`src/hw/rtl/rpsd_pkg.sv`:
```
// ----------------------------------------------------------------------------
// rpsd_pkg
// shared types and constants of the rle pixel stream decoder
// ----------------------------------------------------------------------------
`default_nettype none

package rpsd_pkg;

  localparam int unsigned WORD_W           = 16;
  localparam int unsigned LEN_W            = 15;
  localparam int unsigned TOTAL_PIXELS_W   = 20;
  localparam int unsigned CFG_INDEX_W      = 2;
  localparam int unsigned CFG_DATA_W       = 20;
  localparam int unsigned PIXEL_COUNT_BITS_DEF = 20;

  typedef enum logic [CFG_INDEX_W-1:0] {
    REG_TOTAL_PIXELS        = 2'd0,
    REG_KEY_COLOR           = 2'd1,
    REG_BACKGROUND_COLOR    = 2'd2,
    REG_TRANSPARENCY_ENABLE = 2'd3
  } cfg_reg_t;

  typedef struct packed {
    logic [WORD_W-1:0] stream_word;
    logic              restart;
  } in_item_t;

  typedef struct packed {
    logic [WORD_W-1:0] pixel_color;
    logic [LEN_W-1:0]  repeat_length;
    logic              image_done;
  } out_item_t;

  typedef struct packed {
    logic [TOTAL_PIXELS_W-1:0] total_pixels;
    logic [WORD_W-1:0]         key_color;
    logic [WORD_W-1:0]         background_color;
    logic                      transparency_enable;
  } cfg_t;

endpackage

`default_nettype wire

```
`src/hw/rtl/rpsd_cfg_regs.sv`:
```
// ----------------------------------------------------------------------------
// rpsd_cfg_regs
// configuration register file written through the cfg channel
// ----------------------------------------------------------------------------
`default_nettype none

module rpsd_cfg_regs
  import rpsd_pkg::*;
(
  input  wire logic                   clk,
  input  wire logic                   rst_n,
  input  wire logic                   cfg_valid,
  output logic                        cfg_ready,
  input  wire logic [CFG_INDEX_W-1:0] cfg_index,
  input  wire logic [CFG_DATA_W-1:0]  cfg_data,
  output cfg_t                        cfg
);

  cfg_t cfg_r;

  assign cfg_ready = 1'b1;
  assign cfg       = cfg_r;

  always_ff @(posedge clk) begin
    if (!rst_n) begin
      cfg_r <= '0;
    end else if (cfg_valid && cfg_ready) begin
      case (cfg_index)
        REG_TOTAL_PIXELS: begin
          cfg_r.total_pixels <= cfg_data[TOTAL_PIXELS_W-1:0];
        end
        REG_KEY_COLOR: begin
          cfg_r.key_color <= cfg_data[WORD_W-1:0];
        end
        REG_BACKGROUND_COLOR: begin
          cfg_r.background_color <= cfg_data[WORD_W-1:0];
        end
        REG_TRANSPARENCY_ENABLE: begin
          cfg_r.transparency_enable <= cfg_data[0];
        end
        default: begin
          cfg_r <= cfg_r;
        end
      endcase
    end
  end

endmodule

`default_nettype wire

```
`src/hw/rtl/rpsd_in_stage.sv`:
```
// ----------------------------------------------------------------------------
// rpsd_in_stage
// input register holding one stream item ahead of the decoder
// ----------------------------------------------------------------------------
`default_nettype none

module rpsd_in_stage
  import rpsd_pkg::*;
(
  input  wire logic clk,
  input  wire logic rst_n,
  input  wire logic in_valid,
  output logic      in_stall,
  input  in_item_t  in_data,
  input  wire logic advance,
  output logic      item_vld,
  output in_item_t  item
);

  logic     vld_r;
  in_item_t item_r;

  assign in_stall = vld_r && !advance;
  assign item_vld = vld_r;
  assign item     = item_r;

  always_ff @(posedge clk) begin
    if (!rst_n) begin
      vld_r <= 1'b0;
    end else if (!in_stall) begin
      vld_r <= in_valid;
      if (in_valid) begin
        item_r <= in_data;
      end
    end
  end

endmodule

`default_nettype wire

```
`src/hw/rtl/rpsd_decoder.sv`:
```
// ----------------------------------------------------------------------------
// rpsd_decoder
// run state, pixel count and result register of the rle decoder
// ----------------------------------------------------------------------------
`default_nettype none

module rpsd_decoder
  import rpsd_pkg::*;
#(
  parameter int unsigned PIXEL_COUNT_BITS = PIXEL_COUNT_BITS_DEF
) (
  input  wire logic clk,
  input  wire logic rst_n,
  input  cfg_t      cfg,
  input  wire logic item_vld,
  input  in_item_t  item,
  output logic      advance,
  output logic      out_valid,
  input  wire logic out_stall,
  output out_item_t out_data
);

  localparam int unsigned CW = (PIXEL_COUNT_BITS > LEN_W) ? PIXEL_COUNT_BITS : LEN_W;

  typedef enum logic [1:0] {
    MODE_HEADER  = 2'd0,
    MODE_LITERAL = 2'd1,
    MODE_REPEAT  = 2'd2
  } mode_t;

  mode_t                       mode_r, mode_nxt, mode_e;
  logic [LEN_W-1:0]            lit_r, lit_nxt, lit_e;
  logic [LEN_W-1:0]            rep_r, rep_nxt, rep_e;
  logic [PIXEL_COUNT_BITS-1:0] pix_r, pix_nxt, pix_e;
  logic                        fin_r, fin_nxt, fin_e;
  logic                        out_valid_r;
  out_item_t                   out_data_r, out_data_nxt;

  logic [PIXEL_COUNT_BITS-1:0] total;
  logic [PIXEL_COUNT_BITS-1:0] remaining;
  logic [PIXEL_COUNT_BITS-1:0] pix_sum;
  logic [CW-1:0]               len;
  logic [WORD_W-1:0]           neg_word;
  logic                        has_res;
  logic                        proceed;
  logic [WORD_W-1:0]           word;

  generate
    if (PIXEL_COUNT_BITS >= TOTAL_PIXELS_W) begin : g_total_ext
      assign total = PIXEL_COUNT_BITS'(cfg.total_pixels);
    end else begin : g_total_cut
      assign total = cfg.total_pixels[PIXEL_COUNT_BITS-1:0];
    end
  endgenerate

  assign advance   = !out_valid_r || !out_stall;
  assign proceed   = item_vld && advance;
  assign out_valid = out_valid_r;
  assign out_data  = out_data_r;
  assign word      = item.stream_word;

  always_comb begin
    if (item.restart) begin
      mode_e = MODE_HEADER;
      lit_e  = '0;
      rep_e  = '0;
      pix_e  = '0;
      fin_e  = 1'b0;
    end else begin
      mode_e = mode_r;
      lit_e  = lit_r;
      rep_e  = rep_r;
      pix_e  = pix_r;
      fin_e  = fin_r;
    end

    mode_nxt  = mode_e;
    lit_nxt   = lit_e;
    rep_nxt   = rep_e;
    pix_nxt   = pix_e;
    fin_nxt   = fin_e;
    has_res   = 1'b0;
    len       = CW'(1);
    remaining = total - pix_e;
    neg_word  = WORD_W'(0) - word;
    pix_sum   = '0;

    if (fin_e) begin
      has_res = 1'b0;
    end else if (pix_e >= total) begin
      fin_nxt  = 1'b1;
      mode_nxt = MODE_HEADER;
    end else begin
      case (mode_e)
        MODE_LITERAL: begin
          has_res = 1'b1;
          len     = CW'(1);
          lit_nxt = lit_e - LEN_W'(1);
          if (lit_nxt == '0) begin
            mode_nxt = MODE_HEADER;
          end
        end
        MODE_REPEAT: begin
          has_res  = 1'b1;
          len      = (CW'(rep_e) > CW'(remaining)) ? CW'(remaining) : CW'(rep_e);
          mode_nxt = MODE_HEADER;
          rep_nxt  = '0;
        end
        default: begin
          if (word[WORD_W-1]) begin
            lit_nxt  = neg_word[WORD_W-1] ? {LEN_W{1'b1}} : neg_word[LEN_W-1:0];
            mode_nxt = MODE_LITERAL;
          end else if (word != '0) begin
            rep_nxt  = word[LEN_W-1:0];
            mode_nxt = MODE_REPEAT;
          end
        end
      endcase
      if (has_res) begin
        pix_sum = pix_e + len[PIXEL_COUNT_BITS-1:0];
        pix_nxt = pix_sum;
        if (pix_sum >= total) begin
          fin_nxt  = 1'b1;
          mode_nxt = MODE_HEADER;
          lit_nxt  = '0;
          rep_nxt  = '0;
        end
      end
    end

    out_data_nxt.pixel_color   = (cfg.transparency_enable && word == cfg.key_color)
                                 ? cfg.background_color : word;
    out_data_nxt.repeat_length = len[LEN_W-1:0];
    out_data_nxt.image_done    = has_res && (pix_sum >= total);
  end

  always_ff @(posedge clk) begin
    if (!rst_n) begin
      mode_r      <= MODE_HEADER;
      lit_r       <= '0;
      rep_r       <= '0;
      pix_r       <= '0;
      fin_r       <= 1'b0;
      out_valid_r <= 1'b0;
    end else begin
      if (advance) begin
        out_valid_r <= proceed && has_res;
      end
      if (proceed) begin
        mode_r <= mode_nxt;
        lit_r  <= lit_nxt;
        rep_r  <= rep_nxt;
        pix_r  <= pix_nxt;
        fin_r  <= fin_nxt;
        if (has_res) begin
          out_data_r <= out_data_nxt;
        end
      end
    end
  end

  a_fin_idle: assert property (@(posedge clk) disable iff (!rst_n)
    fin_r |-> mode_r == MODE_HEADER)
    else $error("finished decoder left in a run");

  a_lit_nonzero: assert property (@(posedge clk) disable iff (!rst_n)
    mode_r == MODE_LITERAL |-> lit_r != '0)
    else $error("literal run with nothing left");

  a_done_fin: assert property (@(posedge clk) disable iff (!rst_n)
    out_valid_r && out_data_r.image_done |-> fin_r)
    else $error("image done shown but decoder not finished");

  a_len_nonzero: assert property (@(posedge clk) disable iff (!rst_n)
    out_valid_r |-> out_data_r.repeat_length != '0)
    else $error("zero-length run item");

endmodule

`default_nettype wire

```
`src/hw/rtl/rle_pixel_stream_decoder_unit.sv`:
```
// ----------------------------------------------------------------------------
// rle_pixel_stream_decoder_unit
// run-length decoder for a 16-bit rgb565 image stream
//
// in_*  : stream words with a restart flag, valid/stall handshake
// out_* : one run item per pixel word (colour, repeat length, image done)
// cfg_* : register writes (total pixels, transparent and background colour,
//         transparency enable), always ready; write only while idle
// a header word gives no item; a negative header opens a literal run, a
// positive one a repeat of the next word, clipped to the pixels left
// out_valid is registered: an accepted word goes through the input register
// and then the result register before its item is shown
// throughput: one word per cycle while out_stall holds no pending item
// when out_stall holds a pending item, the input register fills and then
// in_stall rises; nothing is dropped
// reset (rst_n low at a clock edge) clears the registers, the run state,
// the pixel count and both pipeline stages
// ----------------------------------------------------------------------------
`default_nettype none

module rle_pixel_stream_decoder_unit
  import rpsd_pkg::*;
#(
  parameter int unsigned PIXEL_COUNT_BITS = PIXEL_COUNT_BITS_DEF
) (
  input  wire logic                   clk,
  input  wire logic                   rst_n,
  input  wire logic                   in_valid,
  output logic                        in_stall,
  input  in_item_t                    in_data,
  output logic                        out_valid,
  input  wire logic                   out_stall,
  output out_item_t                   out_data,
  input  wire logic                   cfg_valid,
  output logic                        cfg_ready,
  input  wire logic [CFG_INDEX_W-1:0] cfg_index,
  input  wire logic [CFG_DATA_W-1:0]  cfg_data
);

  cfg_t     cfg;
  logic     advance;
  logic     item_vld;
  in_item_t item;

  rpsd_cfg_regs u_cfg (
    .clk       (clk),
    .rst_n     (rst_n),
    .cfg_valid (cfg_valid),
    .cfg_ready (cfg_ready),
    .cfg_index (cfg_index),
    .cfg_data  (cfg_data),
    .cfg       (cfg)
  );

  rpsd_in_stage u_in (
    .clk      (clk),
    .rst_n    (rst_n),
    .in_valid (in_valid),
    .in_stall (in_stall),
    .in_data  (in_data),
    .advance  (advance),
    .item_vld (item_vld),
    .item     (item)
  );

  rpsd_decoder #(
    .PIXEL_COUNT_BITS (PIXEL_COUNT_BITS)
  ) u_dec (
    .clk       (clk),
    .rst_n     (rst_n),
    .cfg       (cfg),
    .item_vld  (item_vld),
    .item      (item),
    .advance   (advance),
    .out_valid (out_valid),
    .out_stall (out_stall),
    .out_data  (out_data)
  );

endmodule

`default_nettype wire
```
`config.mk`:
```
export PLATFORM = sky130hd
export DESIGN_NAME = rle_pixel_stream_decoder_unit
export DESIGN_NICKNAME = d
export VERILOG_FILES = /design/src/hw/rtl/rpsd_pkg.sv /design/src/hw/rtl/rpsd_cfg_regs.sv /design/src/hw/rtl/rpsd_in_stage.sv /design/src/hw/rtl/rpsd_decoder.sv /design/src/hw/rtl/rle_pixel_stream_decoder_unit.sv
export SDC_FILE = /design/constraint.sdc
export NUM_CORES = 1
export LEC_CHECK = 0
export BUFFER_PORTS_ARGS = -buffer_cell sky130_fd_sc_hd__buf_2
export CAP_MARGIN = 20
export CORE_UTILIZATION = 41
export CTS_CLUSTER_DIAMETER = 80
export DETAILED_ROUTE_END_ITERATION = 12
export MAX_ROUTING_LAYER = met4
export PLACE_DENSITY_LB_ADDON = 0.25
export REMOVE_ABC_BUFFERS = 1
export SYNTH_ARGS = -nofsm -noshare
export SYNTH_HDL_FRONTEND = slang
export SYNTH_SLANG_ARGS = --single-unit
```
`constraint.sdc`:
```
create_clock -name clk -period 26.8 [get_ports clk]
set_input_delay 2.68 -clock clk [delete_from_list [all_inputs] [get_ports clk]]
set_output_delay 2.68 -clock clk [all_outputs]
set_load 0.02 [all_outputs]
```
# After elaboration in Yosys (flattened, before gate mapping)
# Index checks and enable logic that the tools add are counted.
word_totals:
  output_inout_bits: 35
  word_cells: 98
  inputBits: 44
  reg_bits: 157
op_classes:
  bitwise_logic: 1
  n_reduce_logical: 20
  order_cmp: 4
  mux: 47
  n_eq_ne: 6
  addsub: 4
op_table:
  columns: ["cell", "count"]
  rows:
  - ["$mux W20", 11]
  - ["$mux W15", 14]
  - ["$ge A20 B20 Y1", 3]
  - ["$pmux W15 S2", 2]
  - ["$add A20 B20 Y20", 1]
  - ["$gt A15 B20 Y1", 1]
  - ["$sub A20 B20 Y20", 1]
  - ["$eq A16 B16 Y1", 1]
  - ["$mux W16", 1]
  - ["$mux W2", 8]
  - ["$reduce_bool A16 Y1", 1]
  - ["$sub A1 B16 Y16 const A", 1]
  - ["$logic_not A15 Y1", 1]
  - ["$sub A15 B1 Y15 const B", 1]
  - ["$mux W1", 10]
  - ["$reduce_and A2 Y1", 4]
  - ["$eq A2 B2 Y1 const B", 3]
  - ["$reduce_and A3 Y1", 2]
  - ["$logic_and A1 B1 Y1", 5]
  - ["$eq A2 B1 Y1 const B", 2]
  - ["$pmux W2 S2", 1]
  - ["$reduce_or A2 Y1", 2]
  - ["$logic_not A1 Y1", 3]
  - ["$logic_not A2 Y1", 1]
  - ["2 further kinds", 2]

# Depth between registers and ports, before layout
# Gate-level depths: netlist of run 1.
logic_depth:
  depth_word: 13
  mapped_depth: 46
  ltp_nobuf: 41

# By module
# A second synthesis of run 1 with hierarchy kept.
hier_totals:
  hier_cells: 1317
  hier_area_um2: 11471.0
by_module_without_submodules:
  columns: ["mod", "cells_each", "n_inst", "seq_area_each_um2", "area_each_um2"]
  rows:
  - ["rpsd_decoder", 1096, 1, 2042.0, 8911.0]
  - ["rpsd_cfg_regs", 199, 1, 1061.0, 2000.7]
  - ["rpsd_in_stage", 22, 1, 530.5, 559.3]

# Least setup slack after synthesis of run 1
# Ideal clock, no wire load.
synth_timing:
  kind: "flip-flop to flip-flop"
  start: "reg u_in.item_r, in the netlist u_in.item[0]"
  end: "reg u_dec.rep_r[5]"
  arrival_ps: 9180
  t_required_ps: 26683
  setup_slack_ps: 17504
  setup_time_ps: 117
  n_path_buf: 7
  period_less_slack_ps: 9296
  stages_incl_launch_ff: 44
  cell_sequence: "edfxtp_1 -> clkbuf_1 -> inv_1 -> clkbuf_1 -> buf_1 -> clkbuf_1 -> clkbuf_1 -> nand2_1 -> fa_1 -> a211oi_2 -> o21ai_1 -> a211oi_1 -> o211ai_1 -> a31o_2 -> a21oi_1 -> xor2_1 -> ha_1 -> nand4_1 -> [... 8 more ...] -> nor2_1 -> fa_1 -> a211oi_1 -> o211ai_1 -> a31o_2 -> a21o_1 -> and2_1 -> a211oi_1 -> a21oi_1 -> xnor2_1 -> inv_1 -> ha_1 -> nand3_1 -> o41ai_1 -> o21ai_1 -> a31o_1 -> buf_2 -> a22o_1"
synth_between:
  elab_chain_len: 13
  elab_cells_between_ends: 26
  classes_between: "2 x add/sub; 3 x order compare; 2 x eq/ne; 18 x mux; 1 x reduce/logical"
synth_lines:
  columns: ["element", "line_no", "rtl"]
  rows:
  - ["from (decl)", "rpsd_in_stage.sv:21", "in_item_t item_r;"]
  - ["from (signal assigned)", "rpsd_in_stage.sv:33", "item_r <= in_data;"]
  - ["$mux W20", "rpsd_decoder.sv:63", "if (item.restart) begin"]
  - ["$sub A20 B20 Y20", "rpsd_decoder.sv:84", "remaining = total - pix_e;"]
  - ["$gt A15 B20 Y1", "rpsd_decoder.sv:105", "len = (CW'(rep_e) > CW'(remaining)) ? CW'(remaining) : CW'(rep_e);"]
  - ["$mux W20", "rpsd_decoder.sv:105", null]
  - ["$mux W20", "rpsd_decoder.sv:94", "case (mode_e)"]
  - ["$mux W20", "rpsd_decoder.sv:90", "end else if (pix_e >= total) begin"]
  - ["$mux W20", "rpsd_decoder.sv:88", "if (fin_e) begin"]
  - ["$add A20 B20 Y20", "rpsd_decoder.sv:120", "pix_sum = pix_e + len[PIXEL_COUNT_BITS-1:0];"]
  - ["$ge A20 B20 Y1", "rpsd_decoder.sv:122", "if (pix_sum >= total) begin"]
  - ["$mux W15", "rpsd_decoder.sv:122", null]
  - ["$mux W15", "rpsd_decoder.sv:119", "if (has_res) begin"]
  - ["$mux W15", "rpsd_decoder.sv:90", null]
  - ["$mux W15 (*)", "rpsd_decoder.sv:88", null]
  - ["to (signal assigned)", "rpsd_decoder.sv:152", "rep_r <= rep_nxt;"]
  - ["to (decl)", "rpsd_decoder.sv:33", "logic [LEN_W-1:0] rep_r, rep_nxt, rep_e;"]
# Every way passes the cells marked *; elsewhere a longest branch is shown, timed or not. The select of a mux whose other input is x is not followed.
# A chain may end at the register's enable or synchronous reset.

# Final worst setup path of run 1
layout_timing:
  start: "reg u_in.item_r, in the netlist u_in.item[0]"
  end: "reg u_dec.rep_r[8]"
# Same word-level chain as after synthesis.

==> flow_metrics.env, run 1 <==
export IMPL_outcome="complete, no violations"
export IMPL_place_gp_congestion=0.9506
export IMPL_finalSetupViolCount=0
export IMPL_die_w_um=165.2
export IMPL_clock_root_buffer="clkbuf_16"
export IMPL_worstRegToRegCells=38
export IMPL_drt_met1_wl_mm=15.47
export IMPL_hold_end="u_cfg.cfg[3]"
export IMPL_via_per_inst=5.706
export IMPL_hp_class="reg -> reg"
export IMPL_area_growth_pct=11.17
export IMPL_drv_cap=0
export IMPL_initial_core_util_pct=41.91
export IMPL_cts_buffers_inserted=17
export IMPL_clock_skew_ps=14.94
export IMPL_grt_overflow=0
export IMPL_cp_max_fo=28
export IMPL_pre_cts_ws_ps=16430
export IMPL_fmax_mhz=94.51
export IMPL_worstSetupPathType="reg -> reg"
export IMPL_synth_async_sr_flop_share_pct=0
export IMPL_routed_wirelength_mm=32.43
export IMPL_whs_path_depth=2
export IMPL_arrival_ps=10900
export IMPL_grt_pass1_vias=8739
export IMPL_drt_iter0_drc=758
export IMPL_rr_endpoint="u_dec.rep_r[8]"
export IMPL_timing_final_ws_setup_ps=16220
export IMPL_r2r_start="u_in.item[0]"
export IMPL_required_ps=27110
export IMPL_synth_warning_count=0
export IMPL_die_area_um2=27290
export IMPL_min_delay_start="u_cfg.cfg[3]"
export IMPL_top_layer="met4"
export IMPL_rsz0062_at_grt="false"
export IMPL_worstSkewPairLatency_ps=430
export IMPL_ctsResizeCount=0
export IMPL_ys_seq_area_share_pct=33.27
export IMPL_layout_drive_gt1_share_pct=12.62
export IMPL_syn_avg_cell_area_um2=8.479
export IMPL_max_stage_delay_ps=910
export IMPL_diodes=0
export IMPL_grt_pass1_wl_mm=50.18
export IMPL_core_area_um2=26060
export IMPL_min_period_over_period_pct=39.48
export IMPL_grt_usage_pct=24.84
export IMPL_cts_path_max_buffers=2
export IMPL_finalNetCount=1479
export IMPL_peakVddDrop_mv=0.02814
export IMPL_drt_pre_antenna_iters=5
export IMPL_vias=9597
export IMPL_wl_met2_mm=14.13
export IMPL_cp_startpoint="u_in.item[0]"
export IMPL_cp_start_kind="flop"
export IMPL_num_rows=59
export IMPL_yosys_area_top_type_share_pct=19.80
export IMPL_antenna_found_initial=0
export IMPL_p_leak_uw=0.005183
export IMPL_rrSetupSlack_ps=16220
export IMPL_clkTransAtPathRegs_ps=80
export IMPL_io_buffers=77
export IMPL_dp_hpwl_mm=24.19
export IMPL_yosysTopAreaCell="dfxtp_1"
export IMPL_tightest_slew_ps=1093
export IMPL_slew_viol_final=0
export IMPL_cts_tree="built"
export IMPL_die_h_um=165.2
export IMPL_ant_nets=0
export IMPL_post_synth_num_cell_types=80
export IMPL_holdBufCountCts=0
export IMPL_synth_edf_count=49
export IMPL_ys_flop_type="dfxtp_1"
export IMPL_synth_area_leaders="dfxtp_1 20%, edfxtp_1 13%, ha_1 11%"
export IMPL_fin_util_pct=46.59
export IMPL_postSynthCellCount=1288
export IMPL_power_density_nw_per_um2=49.53
export IMPL_boundaryPins=79
export IMPL_synth_area_um2=10920
export IMPL_wl_met3_mm=2.184
export IMPL_hold_viol_final=0
export IMPL_cts_setup_buffers=0
export IMPL_crit_slowest_cell="o41ai_4"
export IMPL_cts_sinks=157
export IMPL_endpoint_kind="flop"
export IMPL_htreeDepth=4
export IMPL_route_detailed_drc=0
export IMPL_min_period_ps=10580
export IMPL_synth_ff_latch_count=157
export IMPL_avgRoutedWirePerCell_um=19.28
export IMPL_slew_limit_headroom_pct=26.70
export IMPL_fin_tns_setup_ps=0
export IMPL_grt_max_degree=87
==> cells in the final DEF, fill, tap and decap left out, types with 6 or more instances in the layout <==
cell type | netlist | final
a211oi_1 | 8 | 8
a21boi_0 | 54 | 54
a21o_1 | 32 | 32
a21oi_1 | 64 | 64
a22o_1 | 24 | 24
a22oi_1 | 25 | 25
a31oi_1 | 10 | 10
and2_1 | 24 | 24
and3_1 | 6 | 6
buf_2 | 4 | 77
buf_4 | 1 | 9
clkbuf_16 | 0 | 17
dfxtp_1 | 108 | 108
edfxtp_1 | 49 | 49
ha_1 | 99 | 99
inv_1 | 73 | 73
mux2_2 | 20 | 20
mux2_4 | 8 | 8
mux2i_1 | 10 | 10
nand2_1 | 204 | 204
nand3_1 | 15 | 15
nand4_1 | 13 | 13
nor2_1 | 87 | 87
nor2b_1 | 43 | 43
nor3_1 | 15 | 15
nor4_1 | 8 | 8
o21a_1 | 8 | 8
o21ai_0 | 50 | 49
o21bai_1 | 6 | 6
o221ai_1 | 7 | 7
xnor2_1 | 37 | 37
xor2_1 | 19 | 19
==> Yosys cell counts (10+ instances only) <==
| library cell | n |
|---|---|
| a21boi_0 | 54 |
| a21o_1 | 32 |
| a21oi_1 | 64 |
| a22o_1 | 24 |
| a22oi_1 | 25 |
| a31oi_1 | 10 |
| and2_1 | 24 |
| clkbuf_1 | 52 |
| dfxtp_1 | 108 |
| edfxtp_1 | 49 |
| ha_1 | 99 |
| inv_1 | 73 |
| mux2_2 | 20 |
| mux2i_1 | 10 |
| nand2_1 | 204 |
| nand3_1 | 15 |
| nand4_1 | 13 |
| nor2_1 | 87 |
| nor2b_1 | 43 |
| nor3_1 | 15 |
| o21ai_0 | 50 |
| xnor2_1 | 37 |
| xor2_1 | 19 |
==> sequential cells by signal, summed over array words and instances (netlist names), 2 cells and up <==
name	flops
u_dec.rep_r	15
u_in.item	17
u_dec.pix_r	20
u_dec.mode_r	2
u_cfg.cfg	53
u_dec.lit_r	15
u_dec.out_data	32
==> critical path, delay by kind of cell (launching register included) <==
kind	cells	cell delay, ps
AO/OA/AOI/OAI	17	4880
adder cells (fa/ha/maj)	5	1780
AND/OR/NAND/NOR	10	1730
buffers and inverters	3	860
XOR/XNOR	2	470
flip-flops	1	360
multiplexers	1	350
==> through the flow <==
| step | hold slack, ps | instance area, µm² | std cells | power, µW |
|---|---|---|---|---|
| after floorplan | 432.2 | 10660 | 1228 | 331.5 |
| after global placement | 451.3 | 11560 | 1648 | 365.8 |
| after detailed placement | 454.9 | 11560 | 1648 | 366.1 |
| after CTS | 469.1 | 12110 | 1680 | 602.5 |
| after global routing | 493.2 | 12140 | 1682 | 624.2 |
| final | 467.2 | 12140 | 1682 | 601.3 |
==> worst max path at each step <==
stage | endpoint | slack [ps] | cells after the start
2_1_floorplan | u_dec.rep_r[14] | 17020 | 37
3_3_place_gp | u_dec.rep_r[14] | 16710 | 38
3_5_place_dp | u_dec.rep_r[8] | 16430 | 38
4_1_cts | u_dec.rep_r[8] | 16350 | 38
5_1_grt | u_dec.lit_r[0] | 15290 | 40
6_report | u_dec.rep_r[8] | 16220 | 38
==> per-layer routing <==
metal,track usage [%],vias to the layer above
li1,-,4665
met1,35.17,4529
met2,36.71,367
met3,2.997,36
met4,7.590,0
met5,-,-
==> final cells by class <==
class                      count  area [µm²]
sequential                   157        3633
tap                          335       419.2
inverter                      75       281.5
multi-input combinational    996        6777
clock inverter                14       127.6
clock buffer                  18       429.2
timing repair buffer          87       473.0
fill                        2582       13920
==> logic make-up after synthesis <==
| logic type | after synthesis | synth area share, % |
|---|---|---|
| mux | 38 | 4.079 |
| fa+ha+maj | 101 | 11.71 |
| compound gates | 347 | 22.03 |
| other cells | 2 | 0.06877 |
| xor+xnor | 56 | 4.491 |
| simple gates | 449 | 19.32 |
| flops | 157 | 33.27 |
| buf+inv | 138 | 5.030 |
==> report_power, final <==
group	switching [µW]	internal (µW)
Sequential	10.6	252
Clock	115	123
Combinational	61.6	39.6
(Power assumes the default switching activity.)
==> run 2: changes to the inputs <==
ABC_AREA = 1   (was unset)
clock period = 10.4 ns   (was 26.8 ns; I/O delays follow)
==> flow_metrics.env, run 2 <==
export IMPL_outcome="complete, no violations"
export IMPL_slew_viol_final=0
export IMPL_dp_hpwl_mm=30.89
export IMPL_clock_skew_ps=17.41
export IMPL_clkTransAtPathRegs_ps=70
export IMPL_die_h_um=174.8
export IMPL_yosys_area_top_type_share_pct=17.67
export IMPL_grt_overflow=0
export IMPL_p_leak_uw=0.006719
export IMPL_antenna_found_initial=0
export IMPL_cp_start_kind="flop"
export IMPL_fillerInstances=3077
export IMPL_boundaryPins=79
export IMPL_ys_flop_type="dfxtp_1"
export IMPL_drt_pre_antenna_iters=8
export IMPL_die_w_um=174.8
export IMPL_synth_warning_count=0
export IMPL_diodes=0
export IMPL_drt_iter0_drc=1117
export IMPL_rr_endpoint="u_dec.lit_r[10]"
export IMPL_hold_viol_final=0
export IMPL_avgRoutedWirePerCell_um=17.73
export IMPL_yosys_area_share_simple_pct=29.11
export IMPL_synth_compound_area_share_pct=16.60
export IMPL_layout_drive_gt1_share_pct=9.306
export IMPL_cts_tree="built"
export IMPL_largest_reg_flops=53
export IMPL_tightest_slew_ps=1025
export IMPL_synth_xor_area_share_pct=3.578
export IMPL_synth_area_um2=12240
export IMPL_place_gp_congestion=0.9740
export IMPL_r2r_start="u_in.item[0]"
export IMPL_yosysMostFrequentCell="nand2_1"
export IMPL_routed_wirelength_mm=40.54
export IMPL_cts_path_max_buffers=2
export IMPL_num_rows=62
export IMPL_finalNetCount=2034
export IMPL_rrSetupSlack_ps=1600
export IMPL_grt_usage_pct=27.34
export IMPL_initial_core_util_pct=42.18
export IMPL_ys_seq_area_share_pct=29.69
export IMPL_via_per_inst=5.375
export IMPL_syn_avg_cell_area_um2=6.626
export IMPL_rsz0062_at_grt="false"
export IMPL_postSynthCellCount=1847
export IMPL_ant_nets=0
export IMPL_fin_tns_setup_ps=0
export IMPL_grt_pass1_vias=11410
export IMPL_cts_setup_buffers=0
export IMPL_synth_ff_latch_count=157
export IMPL_peakVddDrop_mv=0.1122
export IMPL_slew_limit_headroom_pct=31.58
export IMPL_cpMostUsedCell="nand2_1"
export IMPL_required_ps=10710
export IMPL_drv_cap=0
export IMPL_cp_depth=43
export IMPL_synth_common_cells="372 x nand2_1, 249 x inv_1, 217 x nor2_1, 206 x a21oi_1, 138 x o21ai_0"
export IMPL_yosysTopAreaCell="dfxtp_1"
export IMPL_synth_top_family_by_area="simple AND/OR/NAND/NOR gates"
export IMPL_cp_max_fo=41
export IMPL_synth_area_mux_share_pct=0
export IMPL_area_growth_pct=10.86
export IMPL_max_stage_delay_ps=760
export IMPL_synth_area_leaders="dfxtp_1 18%, edfxtp_1 12%, nand2_1 11%"
export IMPL_synth_fa_ha_area_share_pct=10.45
export IMPL_finalSetupViolCount=0
export IMPL_route_detailed_drc=0
export IMPL_crit_slowest_cell="edfxtp_1"
export IMPL_holdBufCountCts=0
export IMPL_power_density_nw_per_um2=141.3
export IMPL_synth_async_sr_flop_share_pct=0
export IMPL_cp_startpoint="u_in.item[0]"
export IMPL_die_area_um2=30540
export IMPL_cts_sinks=157
export IMPL_io_buffers=77
export IMPL_worst_path_buf_inv=5
export IMPL_grt_max_degree=77
export IMPL_cp_top_family="simple AND/OR/NAND/NOR gates"
export IMPL_final_cell_mix="371 x nand2_1, 249 x inv_1, 216 x nor2_1"
export IMPL_worstRegToRegCells=43
export IMPL_post_synth_num_cell_types=47
export IMPL_worstSetupPathType="reg -> reg"
export IMPL_cts_buffers_inserted=17
export IMPL_clock_root_buffer="clkbuf_16"
export IMPL_grt_pass1_wl_mm=62.89
export IMPL_final_cells=2286
export IMPL_endpoint_kind="flop"
export IMPL_synth_edf_count=49
export IMPL_fmax_mhz=113.7
export IMPL_vias=12290
export IMPL_min_period_ps=8796
export IMPL_dp_cells=2253
export IMPL_worstSkewPairLatency_ps=450
export IMPL_hp_class="reg -> reg"
export IMPL_arrival_ps=9110
export IMPL_ctsResizeCount=0
export IMPL_core_area_um2=29010
export IMPL_cp_endpoint="u_dec.lit_r[10]"
export IMPL_final_common_cell="nand2_1"
export IMPL_min_period_over_period_pct=84.58
export IMPL_htreeDepth=4
run 2: worst min-delay path, cell delays in order (launching register included):
cell	delay [ps]
dfxtp_1	310
nand2_1	60
a21oi_1	50
run 2: logic make-up after synthesis:
logic type | count (synthesis)
buffers and inverters | 328
other | 2
DFF | 157
AOI/OAI and AO/OA | 386
adders and majority gates | 101
xor gates and xnor gates | 50
and+or+nand+nor | 823
run 2: cell type report:
type	instances	area, µm²	area share [%]
multi-input cells	1365	7340	54.10
flip-flops and latches	157	3633	26.78
inverters	259	972.2	7.166
repair buffers	89	515.5	3.800
well taps	384	480.5	3.541
clock buffers	18	439.2	3.237
clock inverters	14	186.4	1.374
run 2: per-stage QoR:
stage	worst slack, ps	area (µm²)	hold slack (ps)	power (µW)	utilization [%]
after CTS	1724	13540	467.5	1919	46.67
after detailed placement	1757	12910	455.3	1240	44.51
after global placement	1977	12890	452.3	1236	44.42
final	1604	13570	467.1	1918	46.76
after floorplan	3718	11940	429.5	1077	-
after global routing	776.9	13570	478.1	2021	46.76
run 2: power by group:
part           switching (µW)  internal [µW]  leakage [µW]  total, µW
registers                28.8            664       0.00130        692
logic                     377            170       0.00512        547
clock network             323            355      0.000306        678
total                     729           1190       0.00672       1920
run 2: worst min-delay path by stage:
stage	start	endpoint	slack, ps	cells past startpoint
2_1_floorplan	u_cfg.cfg[0]	u_cfg.cfg[0]	430	2
3_3_place_gp	u_dec.rep_r[1]	u_dec.rep_r[1]	450	2
3_5_place_dp	u_dec.rep_r[3]	u_dec.rep_r[3]	460	2
4_1_cts	u_dec.rep_r[3]	u_dec.rep_r[3]	470	2
5_1_grt	u_dec.rep_r[1]	u_dec.rep_r[1]	480	2
6_report	u_dec.lit_r[11]	u_dec.lit_r[11]	470	2
run 2: metal layers:
metal / vias up / GRT usage, % / share of wire, %
met1: 5629 / 33.92 / 44
li1: 6150 / - / -
met3: 81 / 4.482 / 5.9
met4: 0 / 10.98 / 3.9
met2: 427 / 44.13 / 46
met5: - / - / 0
